**src/design/cfg_valset_frame_builder_top_macros.svh**
```systemverilog
// assertion macros for the configuration-set frame builder
// no dependencies; included by modules that carry concurrent checks
`ifndef CFG_VALSET_FRAME_BUILDER_TOP_MACROS_SVH
`define CFG_VALSET_FRAME_BUILDER_TOP_MACROS_SVH

// check that is switched off while reset is asserted
`define CVFB_ASSERT(name, clk, rst_n, prop, msg) \
  name: assert property (@(posedge clk) disable iff (!rst_n) (prop)) else $error(msg);

// check that also holds during reset
`define CVFB_ASSERT_ALWAYS(name, clk, prop, msg) \
  name: assert property (@(posedge clk) (prop)) else $error(msg);

`endif

```
**src/design/cvfb_pkg.sv**
```systemverilog
// package for the configuration-set frame builder: frame constants, types, header byte lookup
// no dependencies
`timescale 1ns / 1ps

package cvfb_pkg;

  localparam logic [7:0] SYNC_A      = 8'hB5;
  localparam logic [7:0] SYNC_B      = 8'h62;
  localparam logic [7:0] CLASS_CFG   = 8'h06;
  localparam logic [7:0] MSG_ID      = 8'h8A;
  localparam logic [7:0] MSG_VERSION = 8'h01;
  localparam logic [7:0] LEN_BASE    = 8'd8;

  localparam int unsigned MAX_VAL_BYTES = 4;
  localparam int unsigned MAX_FRAME     = 20;
  localparam int unsigned IDX_W         = $clog2(MAX_FRAME);

  // byte positions inside the frame
  localparam logic [IDX_W-1:0] POS_SYNC_A  = IDX_W'(0);
  localparam logic [IDX_W-1:0] POS_SYNC_B  = IDX_W'(1);
  localparam logic [IDX_W-1:0] POS_CLASS   = IDX_W'(2);
  localparam logic [IDX_W-1:0] POS_ID      = IDX_W'(3);
  localparam logic [IDX_W-1:0] POS_LEN_LO  = IDX_W'(4);
  localparam logic [IDX_W-1:0] POS_LEN_HI  = IDX_W'(5);
  localparam logic [IDX_W-1:0] POS_VERSION = IDX_W'(6);
  localparam logic [IDX_W-1:0] POS_LAYER   = IDX_W'(7);
  localparam logic [IDX_W-1:0] POS_RSVD0   = IDX_W'(8);
  localparam logic [IDX_W-1:0] POS_RSVD1   = IDX_W'(9);
  localparam logic [IDX_W-1:0] POS_KEY0    = IDX_W'(10);
  localparam logic [IDX_W-1:0] POS_KEY1    = IDX_W'(11);
  localparam logic [IDX_W-1:0] POS_KEY2    = IDX_W'(12);
  localparam logic [IDX_W-1:0] POS_KEY3    = IDX_W'(13);
  localparam logic [IDX_W-1:0] POS_VALUE   = IDX_W'(14);

  typedef enum logic {
    ST_IDLE,
    ST_RUN
  } state_e;

  // controls for the checksum unit
  typedef struct packed {
    logic clear;
    logic add;
  } ck_ctrl_t;

  // fixed-layout header and key bytes, positions below the value field
  function automatic logic [7:0] hdr_byte(logic [IDX_W-1:0] idx, logic [7:0] layer,
                                          logic [31:0] key, logic [2:0] nval);
    logic [7:0] b;
    b = 8'h00;
    case (idx)
      POS_SYNC_A:  b = SYNC_A;
      POS_SYNC_B:  b = SYNC_B;
      POS_CLASS:   b = CLASS_CFG;
      POS_ID:      b = MSG_ID;
      POS_LEN_LO:  b = LEN_BASE + {5'b0, nval};
      POS_LEN_HI:  b = 8'h00;
      POS_VERSION: b = MSG_VERSION;
      POS_LAYER:   b = layer;
      POS_RSVD0:   b = 8'h00;
      POS_RSVD1:   b = 8'h00;
      POS_KEY0:    b = key[7:0];
      POS_KEY1:    b = key[15:8];
      POS_KEY2:    b = key[23:16];
      POS_KEY3:    b = key[31:24];
      default:     b = 8'h00;
    endcase
    return b;
  endfunction

endpackage

```
**src/design/cvfb_if.sv**
```systemverilog
// channel interfaces: request in, frame bytes out
// depends on nothing
`timescale 1ns / 1ps

interface cvfb_req_if;
  logic        valid;
  logic        ready;
  logic [31:0] config_key;
  logic [31:0] config_value;
  logic [2:0]  value_bytes;
  logic [7:0]  layer_mask;

  modport source (output valid, config_key, config_value, value_bytes, layer_mask,
                  input ready);
  modport sink   (input valid, config_key, config_value, value_bytes, layer_mask,
                  output ready);
endinterface

interface cvfb_byte_if;
  logic       valid;
  logic       ready;
  logic [7:0] frame_byte;
  logic       last_byte;

  modport source (output valid, frame_byte, last_byte, input ready);
  modport sink   (input valid, frame_byte, last_byte, output ready);
endinterface

```
**src/design/cvfb_fletcher.sv**
```systemverilog
// 8-bit fletcher checksum accumulator, one byte per cycle while add is set
// depends on cvfb_pkg
`timescale 1ns / 1ps

module cvfb_fletcher (
  input  logic              clk_i,
  input  logic              rst_ni,
  input  cvfb_pkg::ck_ctrl_t ctrl_i,
  input  logic [7:0]        data_i,
  output logic [7:0]        cka_o,
  output logic [7:0]        ckb_o
);
  import cvfb_pkg::*;

  logic [7:0] cka_q, cka_d;
  logic [7:0] ckb_q, ckb_d;

  always_comb begin
    cka_d = cka_q;
    ckb_d = ckb_q;
    if (ctrl_i.clear) begin
      cka_d = 8'h00;
      ckb_d = 8'h00;
    end else if (ctrl_i.add) begin
      cka_d = cka_q + data_i;
      ckb_d = ckb_q + cka_d;
    end
  end

  always_ff @(posedge clk_i or negedge rst_ni) begin
    if (!rst_ni) begin
      cka_q <= 8'h00;
      ckb_q <= 8'h00;
    end else begin
      cka_q <= cka_d;
      ckb_q <= ckb_d;
    end
  end

  assign cka_o = cka_q;
  assign ckb_o = ckb_q;

endmodule

```
**src/design/cfg_valset_frame_builder_top.sv**
```systemverilog
// configuration-set frame builder, top level
// depends on cvfb_pkg, cvfb_if, cvfb_fletcher and the assertion macro header
`timescale 1ns / 1ps
`include "cfg_valset_frame_builder_top_macros.svh"

// One request (key, value, value byte count, layer mask) becomes one binary
// configuration-set frame, sent one byte per transaction on frm_o: two sync bytes,
// class, id, little-endian length (8 plus the value byte count), version, layer mask,
// two reserved zeros, four key bytes, the low value bytes, then the two fletcher
// checksum bytes taken over class through payload. A value byte count of 0 sends no
// value bytes, counts of 5 to 7 are treated as 4, so a frame is 16 to 20 bytes long and
// last_byte marks its final checksum byte. The request port takes a transaction only
// while no frame is being built, so the next request waits until the final byte has
// entered the output register. The byte sequencer advances one position per cycle while
// the output register is empty or being drained, and feeds every summed byte through a
// single shared checksum adder pair. The output register lets the next request be
// taken while the final byte is still waiting for the sink.
module cfg_valset_frame_builder_top (
  input  logic  clk_i,
  input  logic  rst_ni,
  cvfb_req_if.sink    req_i,
  cvfb_byte_if.source frm_o
);
  import cvfb_pkg::*;

  state_e state_q, state_d;

  // byte position counter
  logic [IDX_W-1:0] idx_q, idx_d;

  // latched request
  logic [31:0] key_q;
  logic [31:0] val_q;
  logic [2:0]  nval_q;
  logic [7:0]  layer_q;
  logic [2:0]  nval_sat;

  // output register
  logic       out_valid_q, out_valid_d;
  logic [7:0] out_byte_q;
  logic       out_last_q;

  logic             req_take;
  logic             load;
  logic [IDX_W-1:0] cka_idx;
  logic [IDX_W-1:0] last_idx;
  logic [IDX_W-1:0] val_off;
  logic             summed;
  logic [7:0]       next_byte;
  logic             next_last;
  logic [7:0]       cka;
  logic [7:0]       ckb;
  ck_ctrl_t         ck_ctrl;

  assign req_i.ready = (state_q == ST_IDLE);
  assign req_take    = req_i.valid && req_i.ready;

  // counts above four saturate, only 32 value bits exist
  assign nval_sat = (req_i.value_bytes > 3'(MAX_VAL_BYTES)) ?
                    3'(MAX_VAL_BYTES) : req_i.value_bytes;

  // a new byte enters the output register when it is empty or being drained
  assign load = (state_q == ST_RUN) && (!out_valid_q || frm_o.ready);

  assign cka_idx  = POS_VALUE + IDX_W'(nval_q);
  assign last_idx = cka_idx + IDX_W'(1);
  assign val_off  = idx_q - POS_VALUE;

  // class through end of payload goes into the checksum
  assign summed = (idx_q >= POS_CLASS) && (idx_q < cka_idx);

  // byte selection for the current position
  always_comb begin
    if (idx_q < POS_VALUE) begin
      next_byte = hdr_byte(idx_q, layer_q, key_q, nval_q);
    end else if (idx_q < cka_idx) begin
      next_byte = val_q[{val_off[1:0], 3'b000} +: 8];
    end else if (idx_q == cka_idx) begin
      next_byte = cka;
    end else begin
      next_byte = ckb;
    end
    next_last = (idx_q == last_idx);
  end

  assign ck_ctrl.clear = req_take;
  assign ck_ctrl.add   = load && summed;

  cvfb_fletcher u_fletcher (
    .clk_i  (clk_i),
    .rst_ni (rst_ni),
    .ctrl_i (ck_ctrl),
    .data_i (next_byte),
    .cka_o  (cka),
    .ckb_o  (ckb)
  );

  // sequencer: next state and counter
  always_comb begin
    state_d     = state_q;
    idx_d       = idx_q;
    out_valid_d = out_valid_q;
    if (frm_o.ready) begin
      out_valid_d = 1'b0;
    end
    case (state_q)
      ST_IDLE: begin
        if (req_take) begin
          state_d = ST_RUN;
          idx_d   = '0;
        end
      end
      ST_RUN: begin
        if (load) begin
          out_valid_d = 1'b1;
          idx_d       = idx_q + IDX_W'(1);
          if (next_last) begin
            state_d = ST_IDLE;
          end
        end
      end
      default: begin
        state_d = ST_IDLE;
      end
    endcase
  end

  always_ff @(posedge clk_i or negedge rst_ni) begin
    if (!rst_ni) begin
      state_q     <= ST_IDLE;
      idx_q       <= '0;
      out_valid_q <= 1'b0;
    end else begin
      state_q     <= state_d;
      idx_q       <= idx_d;
      out_valid_q <= out_valid_d;
    end
  end

  // payload registers, no reset needed
  always_ff @(posedge clk_i) begin
    if (req_take) begin
      key_q   <= req_i.config_key;
      val_q   <= req_i.config_value;
      nval_q  <= nval_sat;
      layer_q <= req_i.layer_mask;
    end
    if (load) begin
      out_byte_q <= next_byte;
      out_last_q <= next_last;
    end
  end

  assign frm_o.valid      = out_valid_q;
  assign frm_o.frame_byte = out_byte_q;
  assign frm_o.last_byte  = out_last_q;

  // a taken request starts a frame at its first position
  `CVFB_ASSERT(a_req_starts_frame, clk_i, rst_ni,
               req_take |=> (state_q == ST_RUN) && (idx_q == '0), "frame did not start")
  // the final byte ends the frame
  `CVFB_ASSERT(a_last_ends_frame, clk_i, rst_ni,
               (load && next_last) |=> (state_q == ST_IDLE), "frame ran past last byte")
  // the position never passes the last checksum byte
  `CVFB_ASSERT(a_idx_in_range, clk_i, rst_ni,
               (state_q == ST_RUN) |-> (idx_q <= last_idx), "byte position out of range")
  // the first byte loaded is the first sync byte
  `CVFB_ASSERT(a_first_sync, clk_i, rst_ni,
               (load && (idx_q == POS_SYNC_A)) |=> (frm_o.frame_byte == SYNC_A),
               "frame does not open with sync")

endmodule
```
**src/flat_wrapper.sv**
```systemverilog
// flat-port wrapper written by rule: the top's interface ports become plain ports
module cfg_valset_frame_builder_top_flat import cvfb_pkg::*;
  (clk_i, rst_ni, req_i_valid, req_i_config_key, req_i_config_value, req_i_value_bytes, req_i_layer_mask, req_i_ready, frm_o_valid, frm_o_frame_byte, frm_o_last_byte, frm_o_ready);
  cvfb_req_if req_i_i ();
  cvfb_byte_if frm_o_i ();
  input  logic clk_i;
  input  logic rst_ni;
  input wire logic [$bits(req_i_i.valid)-1:0] req_i_valid;
  input wire logic [$bits(req_i_i.config_key)-1:0] req_i_config_key;
  input wire logic [$bits(req_i_i.config_value)-1:0] req_i_config_value;
  input wire logic [$bits(req_i_i.value_bytes)-1:0] req_i_value_bytes;
  input wire logic [$bits(req_i_i.layer_mask)-1:0] req_i_layer_mask;
  output wire logic [$bits(req_i_i.ready)-1:0] req_i_ready;
  output wire logic [$bits(frm_o_i.valid)-1:0] frm_o_valid;
  output wire logic [$bits(frm_o_i.frame_byte)-1:0] frm_o_frame_byte;
  output wire logic [$bits(frm_o_i.last_byte)-1:0] frm_o_last_byte;
  input wire logic [$bits(frm_o_i.ready)-1:0] frm_o_ready;
  assign req_i_i.valid = req_i_valid;
  assign req_i_i.config_key = req_i_config_key;
  assign req_i_i.config_value = req_i_config_value;
  assign req_i_i.value_bytes = req_i_value_bytes;
  assign req_i_i.layer_mask = req_i_layer_mask;
  assign req_i_ready = req_i_i.ready;
  assign frm_o_valid = frm_o_i.valid;
  assign frm_o_frame_byte = frm_o_i.frame_byte;
  assign frm_o_last_byte = frm_o_i.last_byte;
  assign frm_o_i.ready = frm_o_ready;
  cfg_valset_frame_builder_top u_core (.clk_i(clk_i), .rst_ni(rst_ni), .req_i(req_i_i), .frm_o(frm_o_i));
endmodule
```
**config.mk**
```make
export PLATFORM = sky130hd
export DESIGN_NAME = cfg_valset_frame_builder_top_flat
export DESIGN_NICKNAME = d
export VERILOG_FILES = /design/src/design/cvfb_pkg.sv /design/src/design/cvfb_if.sv /design/src/design/cvfb_fletcher.sv /design/src/design/cfg_valset_frame_builder_top.sv /design/src/flat_wrapper.sv
export VERILOG_INCLUDE_DIRS = /design/src /design/src/design
export SDC_FILE = /design/constraint.sdc
export NUM_CORES = 1
export LEC_CHECK = 0
export BUFFER_PORTS_ARGS = -buffer_cell sky130_fd_sc_hd__buf_2
export CAP_MARGIN = 5
export CORE_MARGIN = 2
export CORE_UTILIZATION = 60
export DETAILED_ROUTE_END_ITERATION = 8
export GPL_TIMING_DRIVEN = 0
export PLACE_DENSITY = 0.87
export SYNTH_ARGS = -nofsm -noshare
export SYNTH_HDL_FRONTEND = slang
export SYNTH_SLANG_ARGS = --single-unit
```
**constraint.sdc**
```tcl
create_clock -name clk_i -period 13.6 [get_ports clk_i]
set_input_delay 0 -clock clk_i [delete_from_list [all_inputs] [get_ports clk_i]]
set_output_delay 0 -clock clk_i [all_outputs]
set_load 0.01 [all_outputs]
```
Word-level counts from Yosys, hierarchy flattened
Cells that the tools add are included.
{"block": "word_totals", "regBits": 107, "input_bits": 79, "output_inout_bits": 11, "elab_cells": 65}
{"block": "classes", "add_sub_neg": 7, "n_lt_le_gt_ge": 4, "n_eq_ne": 14, "n_shift": 1, "muxes": 18, "n_bitwise": 1, "n_reduce_logical": 9}
{"operator": "$pmux 8 s11", "count": 1}
{"operator": "$mux 8", "count": 7}
{"operator": "$shiftx 32x6->8", "count": 1}
{"operator": "$eq 5x4->1 const B", "count": 4}
{"operator": "$add 8x8->8", "count": 2}
{"operator": "$eq 5x3->1 const B", "count": 3}
{"operator": "$add 4x3->5 const A", "count": 2}
{"operator": "$add 5x1->5 const B", "count": 2}
{"operator": "$eq 5x2->1 const B", "count": 2}
{"operator": "$eq 5x5->1", "count": 2}
{"operator": "$mux 5", "count": 2}
{"operator": "$pmux 5 s2", "count": 1}
{"operator": "$mux 1", "count": 6}
{"operator": "$eq 5x1->1 const B", "count": 1}
{"operator": "$ge 5x2->1 const B", "count": 1}
{"operator": "$logic_not 5->1", "count": 1}
{"operator": "$lt 5x4->1 const B", "count": 1}
{"operator": "$lt 5x5->1", "count": 1}
{"operator": "$logic_and 1x1->1", "count": 4}
{"operator": "$ne 2x2->1 const B", "count": 2}
{"operator": "$gt 3x3->1 const B", "count": 1}
{"operator": "$pmux 1 s2", "count": 1}
{"operator": "$reduce_and 2->1", "count": 1}
{"operator": "$reduce_bool 2->1", "count": 1}
{"operator": "other kinds (4)", "count": 4}

Longest topological paths before layout
Gate-level depths: netlist of run 1.
{"block": "logic_depth", "word_depth": 9, "depth_mapped": 28, "depth_no_buf": 27}

Modules after synthesis
Synthesis of run 1 repeated with hierarchy kept, for this count alone.
{"block": "hier_totals", "cells_unflattened": 412, "hier_area_um2": 5431.5}
{"mod": "cfg_valset_frame_builder_top", "instances": 1, "cells_each": 283, "area_per_inst_um2": 4190.3, "seq_area_each_um2": 2697.6}
{"mod": "cvfb_fletcher", "instances": 1, "cells_each": 129, "area_per_inst_um2": 1241.2, "seq_area_each_um2": 400.4}

Worst setup path after synthesis of run 1
Ideal clock, no wire load.
{"block": "synth_timing", "kind": "reg-to-reg", "startpoint": "reg u_core.idx_q[0]", "endpoint": "reg u_core.u_fletcher.ckb_q[7] (netlist: u_core.u_fletcher.ckb_o[7])", "setup_time_ns": 0.124, "arrival_time_ns": 4.671, "setup_slack_ns": 8.805, "path_stages_with_launch": 27, "n_path_buf": 3, "cell_sequence": "dfrtp_1 buf_1 inv_1 ha_1 nor2b_1 o21a_1 or2_1 clkbuf_1 clkbuf_1 o21ai_0 o21ai_0 ha_1 inv_1 fa_1 inv_1 a21oi_1 o21bai_1 a21o_1 a21oi_1 xnor2_1 ha_1 or3_1 o211ai_1 xnor2_1 xnor2_1 nor3_2 o21bai_1"}
{"block": "synth_via", "elab_chain_len": 8, "elab_cells_between_ends": 28}
{"item": "from (decl)", "line_no": "cfg_valset_frame_builder_top.sv:29", "text": "logic [IDX_W-1:0] idx_q, idx_d;"}
{"item": "from (signal assigned)", "line_no": "cfg_valset_frame_builder_top.sv:135", "text": "idx_q <= idx_d;"}
{"item": "$sub 2x2->2 or $eq 5x5->1 (tied branches)", "line_no": "cfg_valset_frame_builder_top.sv:67, cfg_valset_frame_builder_top.sv:78"}
{"item": "$shiftx 32x6->8 or $mux 8 (tied branches)", "line_no": "cfg_valset_frame_builder_top.sv:77, cfg_valset_frame_builder_top.sv:78"}
{"item": "$mux 8", "line_no": "cfg_valset_frame_builder_top.sv:76", "text": "end else if (idx_q < cka_idx) begin"}
{"item": "$mux 8 *", "line_no": "cfg_valset_frame_builder_top.sv:74", "text": "if (idx_q < POS_VALUE) begin"}
{"item": "named net u_core.next_byte[0]", "line_no": "cfg_valset_frame_builder_top.sv:49", "text": "logic [7:0] next_byte;"}
{"item": "$add 8x8->8 *", "line_no": "cvfb_fletcher.sv:25", "text": "cka_d = cka_q + data_i;"}
{"item": "$add 8x8->8 *", "line_no": "cvfb_fletcher.sv:26", "text": "ckb_d = ckb_q + cka_d;"}
{"item": "$mux 8 *", "line_no": "cvfb_fletcher.sv:24", "text": "end else if (ctrl_i.add) begin"}
{"item": "$mux 8 *", "line_no": "cvfb_fletcher.sv:21", "text": "if (ctrl_i.clear) begin"}
{"item": "to (signal assigned)", "line_no": "cvfb_fletcher.sv:36", "text": "ckb_q <= ckb_d;"}
{"item": "to (decl)", "line_no": "cvfb_fletcher.sv:16", "text": "logic [7:0] ckb_q, ckb_d;"}
The timed path passes the listed nets; every way through them passes the cells marked *. The select of a mux whose other input is x is not followed.
A chain may end at the register's enable or synchronous reset.

Worst setup path in the final report of run 1
Same ends and word-level chain as after synthesis.

==> impl_metrics.json, run 1 <==
{
  "status": "complete, no violations",
  "syn_area_per_cell_um2": 12.59,
  "setup_viol": 0,
  "initial_core_util_pct": 60.80,
  "cts_tree": "yes",
  "vias": 4463,
  "antenna_found_initial": 0,
  "startpoint_type": "register",
  "diodes": 0,
  "drt_iter0_markers": 534,
  "cts-root-buf": "clkbuf_8",
  "hold_violations": 0,
  "min_period_ns": 6.345,
  "path_max_fanout": 10,
  "synth.most_common_cell": "edfxtp_1",
  "critPathMaxStageDelay_ns": 0.58,
  "layout-drive-gt1-share_pct": 21.37,
  "ys_seq_area_share_pct": 59.29,
  "timing.critical_path.arrival_ns": 6.63,
  "grt_pass1_vias": 4746,
  "place_hpwl_um": 8238,
  "crit_path_end_kind": "register",
  "worstSetupPathType": "reg2reg",
  "synthTopCellsByArea": "edfxtp_1 48%, dfrtp_1 11%, ha_1 6.2%",
  "final_nets": 701,
  "via_per_inst": 6.313,
  "grt_pass1_wl_um": 24050,
  "die_area_um2": 9471,
  "p_per_area_nw_per_um2": 223.8,
  "io_buffers": 89,
  "grtUsageTotal_pct": 33.21,
  "drc_errors": 0,
  "drv_slew": 0,
  "fillers": 459,
  "ys_ff_latch": 107,
  "yosys-top-cells-count": "84 x edfxtp_1, 42 x nand2_1, 36 x o21ai_0, 26 x ha_1, 23 x dfrtp_1",
  "dp_slack_ns": 7.578,
  "wl_um": 15110,
  "core_area_um2": 8593,
  "yosys_warnings": 0,
  "synth_nets": 522,
  "max_freq_mhz": 157.6,
  "clock-sinks": 107,
  "cts_setup_buffers": 0,
  "htreeDepth": 3,
  "cts_buffers": 9,
  "synth.distinct_cells": 52,
  "synthArstFlopShare_pct": 21.50,
  "rr_startpoint": "u_core.idx_q[0]",
  "cap_viol_max_count": 0,
  "leakagePower_nw": 2.777,
  "rsz0062_at_grt": "no",
  "wire_per_inst_um": 21.38,
  "io_pins": 90,
  "ir_drop_uv": 129.9,
  "cts_max_path_buffers": 2,
  "first_pass_iters": 7,
  "worst_pin_slew_ns": 0.7831,
  "grt_max_degree": 51,
  "synth_cells": 415,
  "gp_congestion": 0.9044,
  "antenna_left": 0,
  "synth_edf_count": 84,
  "fin_crit_sh_pct": 46.65,
  "yosys.area.top_type": "edfxtp_1",
  "clock_skew_ns": 0.01507,
  "clk_pin_slew_ns": 0.12,
  "netlist_area_um2": 5225,
  "startpoint": "u_core.idx_q[0]",
  "worst_slack_ns": 7.255,
  "synth_top_cell_area_share_pct": 48.28,
  "overflow": 0,
  "seq_area_um2": 3098,
  "min_path_type": "in2async",
  "worst_ep_required_time_ns": 13.88,
  "die_h_um": 97.32,
  "slew_headroom_pct": 47.39,
  "clk_latency_ns": 0.39,
  "multi_input_area_um2": 1948,
  "area_growth_syn_to_layout_pct": 30.27,
  "std_cell_rows": 34,
  "synth_flop_cell": "edfxtp_1",
  "tns_ns": 0,
  "critPathSlowestCell": "dfrtp_1",
  "die_width_um": 97.32
}
## state kept, by name, indices dropped and copies added (netlist names)
signal and flops:
u_core.key_q 32, u_core.idx_q 5, u_core.frm_o.last_byte 1, u_core.layer_q 8, u_core.u_fletcher.ckb_o 8, u_core.frm_o.frame_byte 8
u_core.u_fletcher.cka_o 8, u_core.val_q 32, u_core.frm_o.valid 1, u_core.state_q 1, u_core.nval_q 3
## metal layers
layer | global-route usage (%) | vias up | wire (um)
met1 | 39.74 | 2112 | 5140
met2 | 55.50 | 341 | 7616
met3 | 6.835 | 81 | 1437
li1 | - | 1929 | -
met4 | 20.30 | 0 | 920
met5 | 0 | - | 0
## final timing paths
check,to,slack (ns),depth (start not counted)
max in group asynchronous,u_core.idx_q[3],13.11,2
setup / recovery,u_core.u_fletcher.ckb_o[7],7.25,26
setup reg to reg,u_core.u_fletcher.ckb_o[7],7.25,26
hold reg to reg,u_core.frm_o.valid,0.52,2
min in group clk_i,u_core.val_q[22],0.30,2
hold / removal,u_core.u_fletcher.cka_o[3],0.12,2
## kinds of logic (layout without fill, tap and decap cells)
| logic type | Yosys count | after routing | share of synthesized area, % |
|---|---|---|---|
| buf+inv | 41 | 225 | 3.424 |
| xor+xnor | 16 | 16 | 2.826 |
| mux | 15 | 15 | 4.789 |
| simple gates | 112 | 112 | 10.97 |
| fa+ha+maj | 28 | 28 | 6.992 |
| flops | 107 | 107 | 59.29 |
| compound gates | 96 | 96 | 11.71 |
## metrics by stage
| stage | hold WS (ns) | utilization [%] | cells | instance area [um^2] | power, W |
|---|---|---|---|---|---|
| 5_1_grt | 0.1658 | 79.21 | 707 | 6807 | 0.001625 |
| 2_1_floorplan | -0.2956 | - | 415 | 5225 | 0.001045 |
| 4_1_cts | 0.1305 | 79.21 | 707 | 6807 | 0.001467 |
| 3_5_place_dp | 0.006733 | 67.79 | 613 | 5826 | 0.001237 |
| 3_3_place_gp | 0.003883 | 67.56 | 612 | 5806 | 0.001193 |
| 6_report | 0.1163 | 79.21 | 707 | 6807 | 0.001523 |
## area by class of cell
type                            count  share of cell area (%)
Buffer                             22                   1.581
Timing Repair Buffer              168                   18.31
Inverter                           19                   1.048
Multi-Input combinational cell    267                   28.62
Tap cell                          108                   1.985
Clock inverter                      7                   1.121
Clock buffer                        9                   1.820
Sequential cell                   107                   45.51
## where the power goes
group | internal [W] | leakage, nW | total (W) | switching, W
Combinational | 0.000352 | 1.63 | 0.000864 | 0.000512
Clock | 0.0000735 | 0.103 | 0.000201 | 0.000128
Sequential | 0.000417 | 1.05 | 0.000458 | 0.0000415
Total | 0.000843 | 2.78 | 0.00152 | 0.000681
## cells in the final DEF, fill, tap and decap left out, types with 6 or more instances in the layout
master / n
dfrtp_1: 23
clkbuf_1: 11
mux2i_1: 7
edfxtp_1: 84
buf_2: 94
clkbuf_8: 9
dlygate4sd3_1: 78
a22oi_1: 12
a21oi_1: 13
inv_1: 18
nand2_1: 42
mux4_2: 8
xor2_1: 6
a21o_1: 6
nor2_1: 7
xnor2_1: 9
or3_1: 6
o21ai_0: 36
ha_1: 26
nand3_1: 22
## critical path, delay by kind of cell (launching register included)
family,cells,cell delay [ns]
AO/OA/AOI/OAI,9,1.64
XOR/XNOR,3,0.56
adder cells (fa/ha/maj),4,1.18
buffers and inverters,6,1.61
flip-flops,1,0.58
AND/OR/NAND/NOR,4,0.67
## timing repair
action	CTS	global route
setup endpoints to repair	0	0
resized for setup	0	0
hold endpoints to repair	100	0
hold buffers	78	0
Note: power is estimated with default switching activity, not from simulation.
==> inputs of run 2 (changes only) <==
--- a/config.mk
+++ b/config.mk
@@ -6,13 +6,14 @@
 export SDC_FILE = /design/constraint.sdc
 export NUM_CORES = 1
 export LEC_CHECK = 0
+export ABC_AREA = 1
 export BUFFER_PORTS_ARGS = -buffer_cell sky130_fd_sc_hd__buf_2
 export CAP_MARGIN = 5
 export CORE_MARGIN = 2
-export CORE_UTILIZATION = 60
+export CORE_UTILIZATION = 56
 export DETAILED_ROUTE_END_ITERATION = 8
 export GPL_TIMING_DRIVEN = 0
-export PLACE_DENSITY = 0.87
+export PLACE_DENSITY = 0.82
 export SYNTH_ARGS = -nofsm -noshare
 export SYNTH_HDL_FRONTEND = slang
 export SYNTH_SLANG_ARGS = --single-unit
==> constraint.sdc (replaced) <==
create_clock -name clk_i -period 6.1 [get_ports clk_i]
set_input_delay 0 -clock clk_i [delete_from_list [all_inputs] [get_ports clk_i]]
set_output_delay 0 -clock clk_i [all_outputs]
set_load 0.01 [all_outputs]
==> run 2 against run 1 <==
  * Via count increased by 8.9%
  * Routed wire length increased by 3.2%
  * Sequential cell count unchanged
  * Total power increased by 140%
  * Final area is 2.2% higher
  * Synthesized area up 1.9%
  * Clock skew increased by 0.0010 ns
  * Sequential share of layout area shrank 0.97 points
  * Worst hold slack gained 0.00083 ns
  * Critical path type unchanged
  * Critical endpoint unchanged
==> impl_metrics.json, run 2 <==
{
  "status": "complete, no violations",
  "final_cell_mix": "91 x buf_2, 90 x nand2_1, 84 x edfxtp_1",
  "grtUsageTotal_pct": 31.78,
  "fillers": 539,
  "std_cell_rows": 35,
  "die_area_um2": 10310,
  "busiest_layer": "met2",
  "rr_startpoint": "u_core.idx_q[0]",
  "post-route-util_pct": 75.27,
  "cts_resized": 0,
  "fin_crit_sh_pct": 89.16,
  "cap_viol_max_count": 0,
  "gp_congestion": 0.8753,
  "antenna_found_initial": 0,
  "ir_drop_uv": 286.1,
  "drv_slew": 0,
  "critPathMaxStageDelay_ns": 0.56,
  "syn_area_per_cell_um2": 10.44,
  "use_met3_pct": 5.797,
  "area_growth_syn_to_layout_pct": 30.62,
  "diodes": 0,
  "r2r_slack_ns": 0.66,
  "io_buffers": 89,
  "yosys.area.top_type": "edfxtp_1",
  "vias": 4858,
  "worst_ep_required_time_ns": 6.43,
  "clock_skew_ns": 0.01607,
  "synth_cells": 510,
  "synth_nets": 617,
  "cts_buffers": 9,
  "seq_area_um2": 3098,
  "core_area_um2": 9240,
  "via_per_inst": 5.896,
  "yosys_warnings": 0,
  "dp_slack_ns": 0.9125,
  "multi_input_area_um2": 1892,
  "slew_headroom_pct": 54.08,
  "ys_seq_area_share_pct": 58.18,
  "critPathSlowestCell": "clkbuf_1",
  "ys_ff_latch": 107,
  "worstPathBufferInverterCount": 6,
  "grt_pass1_vias": 4909,
  "overflow": 0,
  "layout-drive-gt1-share_pct": 18.71,
  "path_max_fanout": 12,
  "synth_top_cell_area_share_pct": 47.37,
  "antenna_left": 0,
  "use_met1_pct": 39.09,
  "setup_viol": 0,
  "drc_errors": 0,
  "netlist_area_um2": 5325,
  "cp_top_family": "buffers and inverters",
  "leakagePower_nw": 3.020,
  "max_freq_mhz": 183.9,
  "synthTopCellsByArea": "edfxtp_1 47%, dfrtp_1 11%, nand2_1 6.3%",
  "initial_core_util_pct": 57.63,
  "tns_ns": 0,
  "first_pass_iters": 7,
  "min_period_ns": 5.439,
  "wl_um": 15600,
  "clk_latency_ns": 0.40,
  "yosys-top-cells-count": "90 x nand2_1, 84 x edfxtp_1, 68 x inv_1, 51 x o21ai_0, 32 x nand3_1",
  "cts-root-buf": "clkbuf_8",
  "min_path_type": "in2async",
  "clk_pin_slew_ns": 0.12,
  "startpoint_type": "register",
  "startpoint": "u_core.idx_q[0]",
  "crit_top_cell": "nand2_1",
  "io_pins": 90,
  "worst_slack_ns": 0.6613,
  "die_width_um": 101.5,
  "final_common_cell": "buf_2",
  "hold_violations": 0,
  "hold-worst-slack_ns": 0.1172,
  "cts_tree": "yes",
  "p_per_area_nw_per_um2": 529.7,
  "worst_pin_slew_ns": 0.6888,
  "drt_iter0_markers": 599,
  "grt_max_degree": 38,
  "cts_max_path_buffers": 2,
  "synthArstFlopShare_pct": 21.50,
  "clock-sinks": 107,
  "worstSetupPathType": "reg2reg",
  "htreeDepth": 3,
  "top_regs": "u_core.key_q x32, u_core.val_q x32",
  "die_h_um": 101.5,
  "synth_edf_count": 84,
  "wire_per_inst_um": 18.93,
  "synth.most_common_cell": "nand2_1",
  "grt_util_met2_pct": 53.14,
  "rsz0062_at_grt": "no",
  "crit_path_end_kind": "register",
  "timing.critical_path.arrival_ns": 5.77,
  "grt_pass1_wl_um": 24460,
  "final_nets": 797,
  "synth.distinct_cells": 41,
  "place_hpwl_um": 8841,
  "synth_flop_cell": "edfxtp_1",
  "finalPower_w": 0.003684
}
-- run 2: cell types whose count changed after synthesis, moves of 7 or more --
cell | before | now
inv_1 | 19 | 68
mux4_2 | 8 | 0
mux2i_1 | 7 | 0
a22oi_1 | 12 | 1
nand2_1 | 42 | 90
nand3_1 | 22 | 32
nor2_1 | 7 | 29
o21ai_0 | 36 | 51
-- run 2: metrics by stage --
stage	cell area (um^2)	std cells
finish	6955	824
global route	6955	824
CTS	6955	824
detailed placement	5979	730
global placement	5932	728
floorplan	5325	510
-- run 2: path summary, 6_finish.rpt --
kind | to | cells past startpoint
min in group clk_i | u_core.val_q[20] | 2
max | u_core.u_fletcher.ckb_o[7] | 28
max in group asynchronous | u_core.u_fletcher.cka_o[0] | 2
min reg2reg | u_core.u_fletcher.ckb_o[4] | 2
min | u_core.u_fletcher.cka_o[6] | 2
max reg2reg | u_core.u_fletcher.ckb_o[7] | 28
-- run 2: layer usage --
metal  vias up  part of all wire, %
li1       2130                    -
met1      2238                   35
met2       406                   49
met3        84                   10
met4         0                  5.6
met5         -                    0
-- run 2: cell families after synthesis --
group | Yosys count | share of synthesized area (%)
adder cells (fa/ha/maj) | 28 | 6.861
XOR/XNOR | 14 | 2.303
buffers and inverters | 85 | 6.438
AND/OR/NAND/NOR | 176 | 14.87
flip-flops | 107 | 58.18
AO/OA/AOI/OAI | 100 | 11.35
-- run 2: layout make-up --
type	count	share of cell area, %
Multi-Input combinational cell	318	27.20
Inverter	73	3.976
Clock buffer	9	1.781
Sequential cell	107	44.54
Buffer	12	0.9534
Timing Repair Buffer	169	18.20
Tap cell	129	2.321
Clock inverter	7	1.025
-- run 2: power breakdown --
group / switching (W) / total [W] / internal, W / leakage [nW]
sequential: 0.0000836 / 0.00103 / 0.000942 / 1.04
clock: 0.000281 / 0.000440 / 0.000159 / 0.0978
combinational: 0.00141 / 0.00222 / 0.000804 / 1.88
-- run 2: timing repair --
item                      in CTS  in global routing
hold buffers                  78                  0
setup buffers                  0                  0
hold endpoints to repair     100                  0
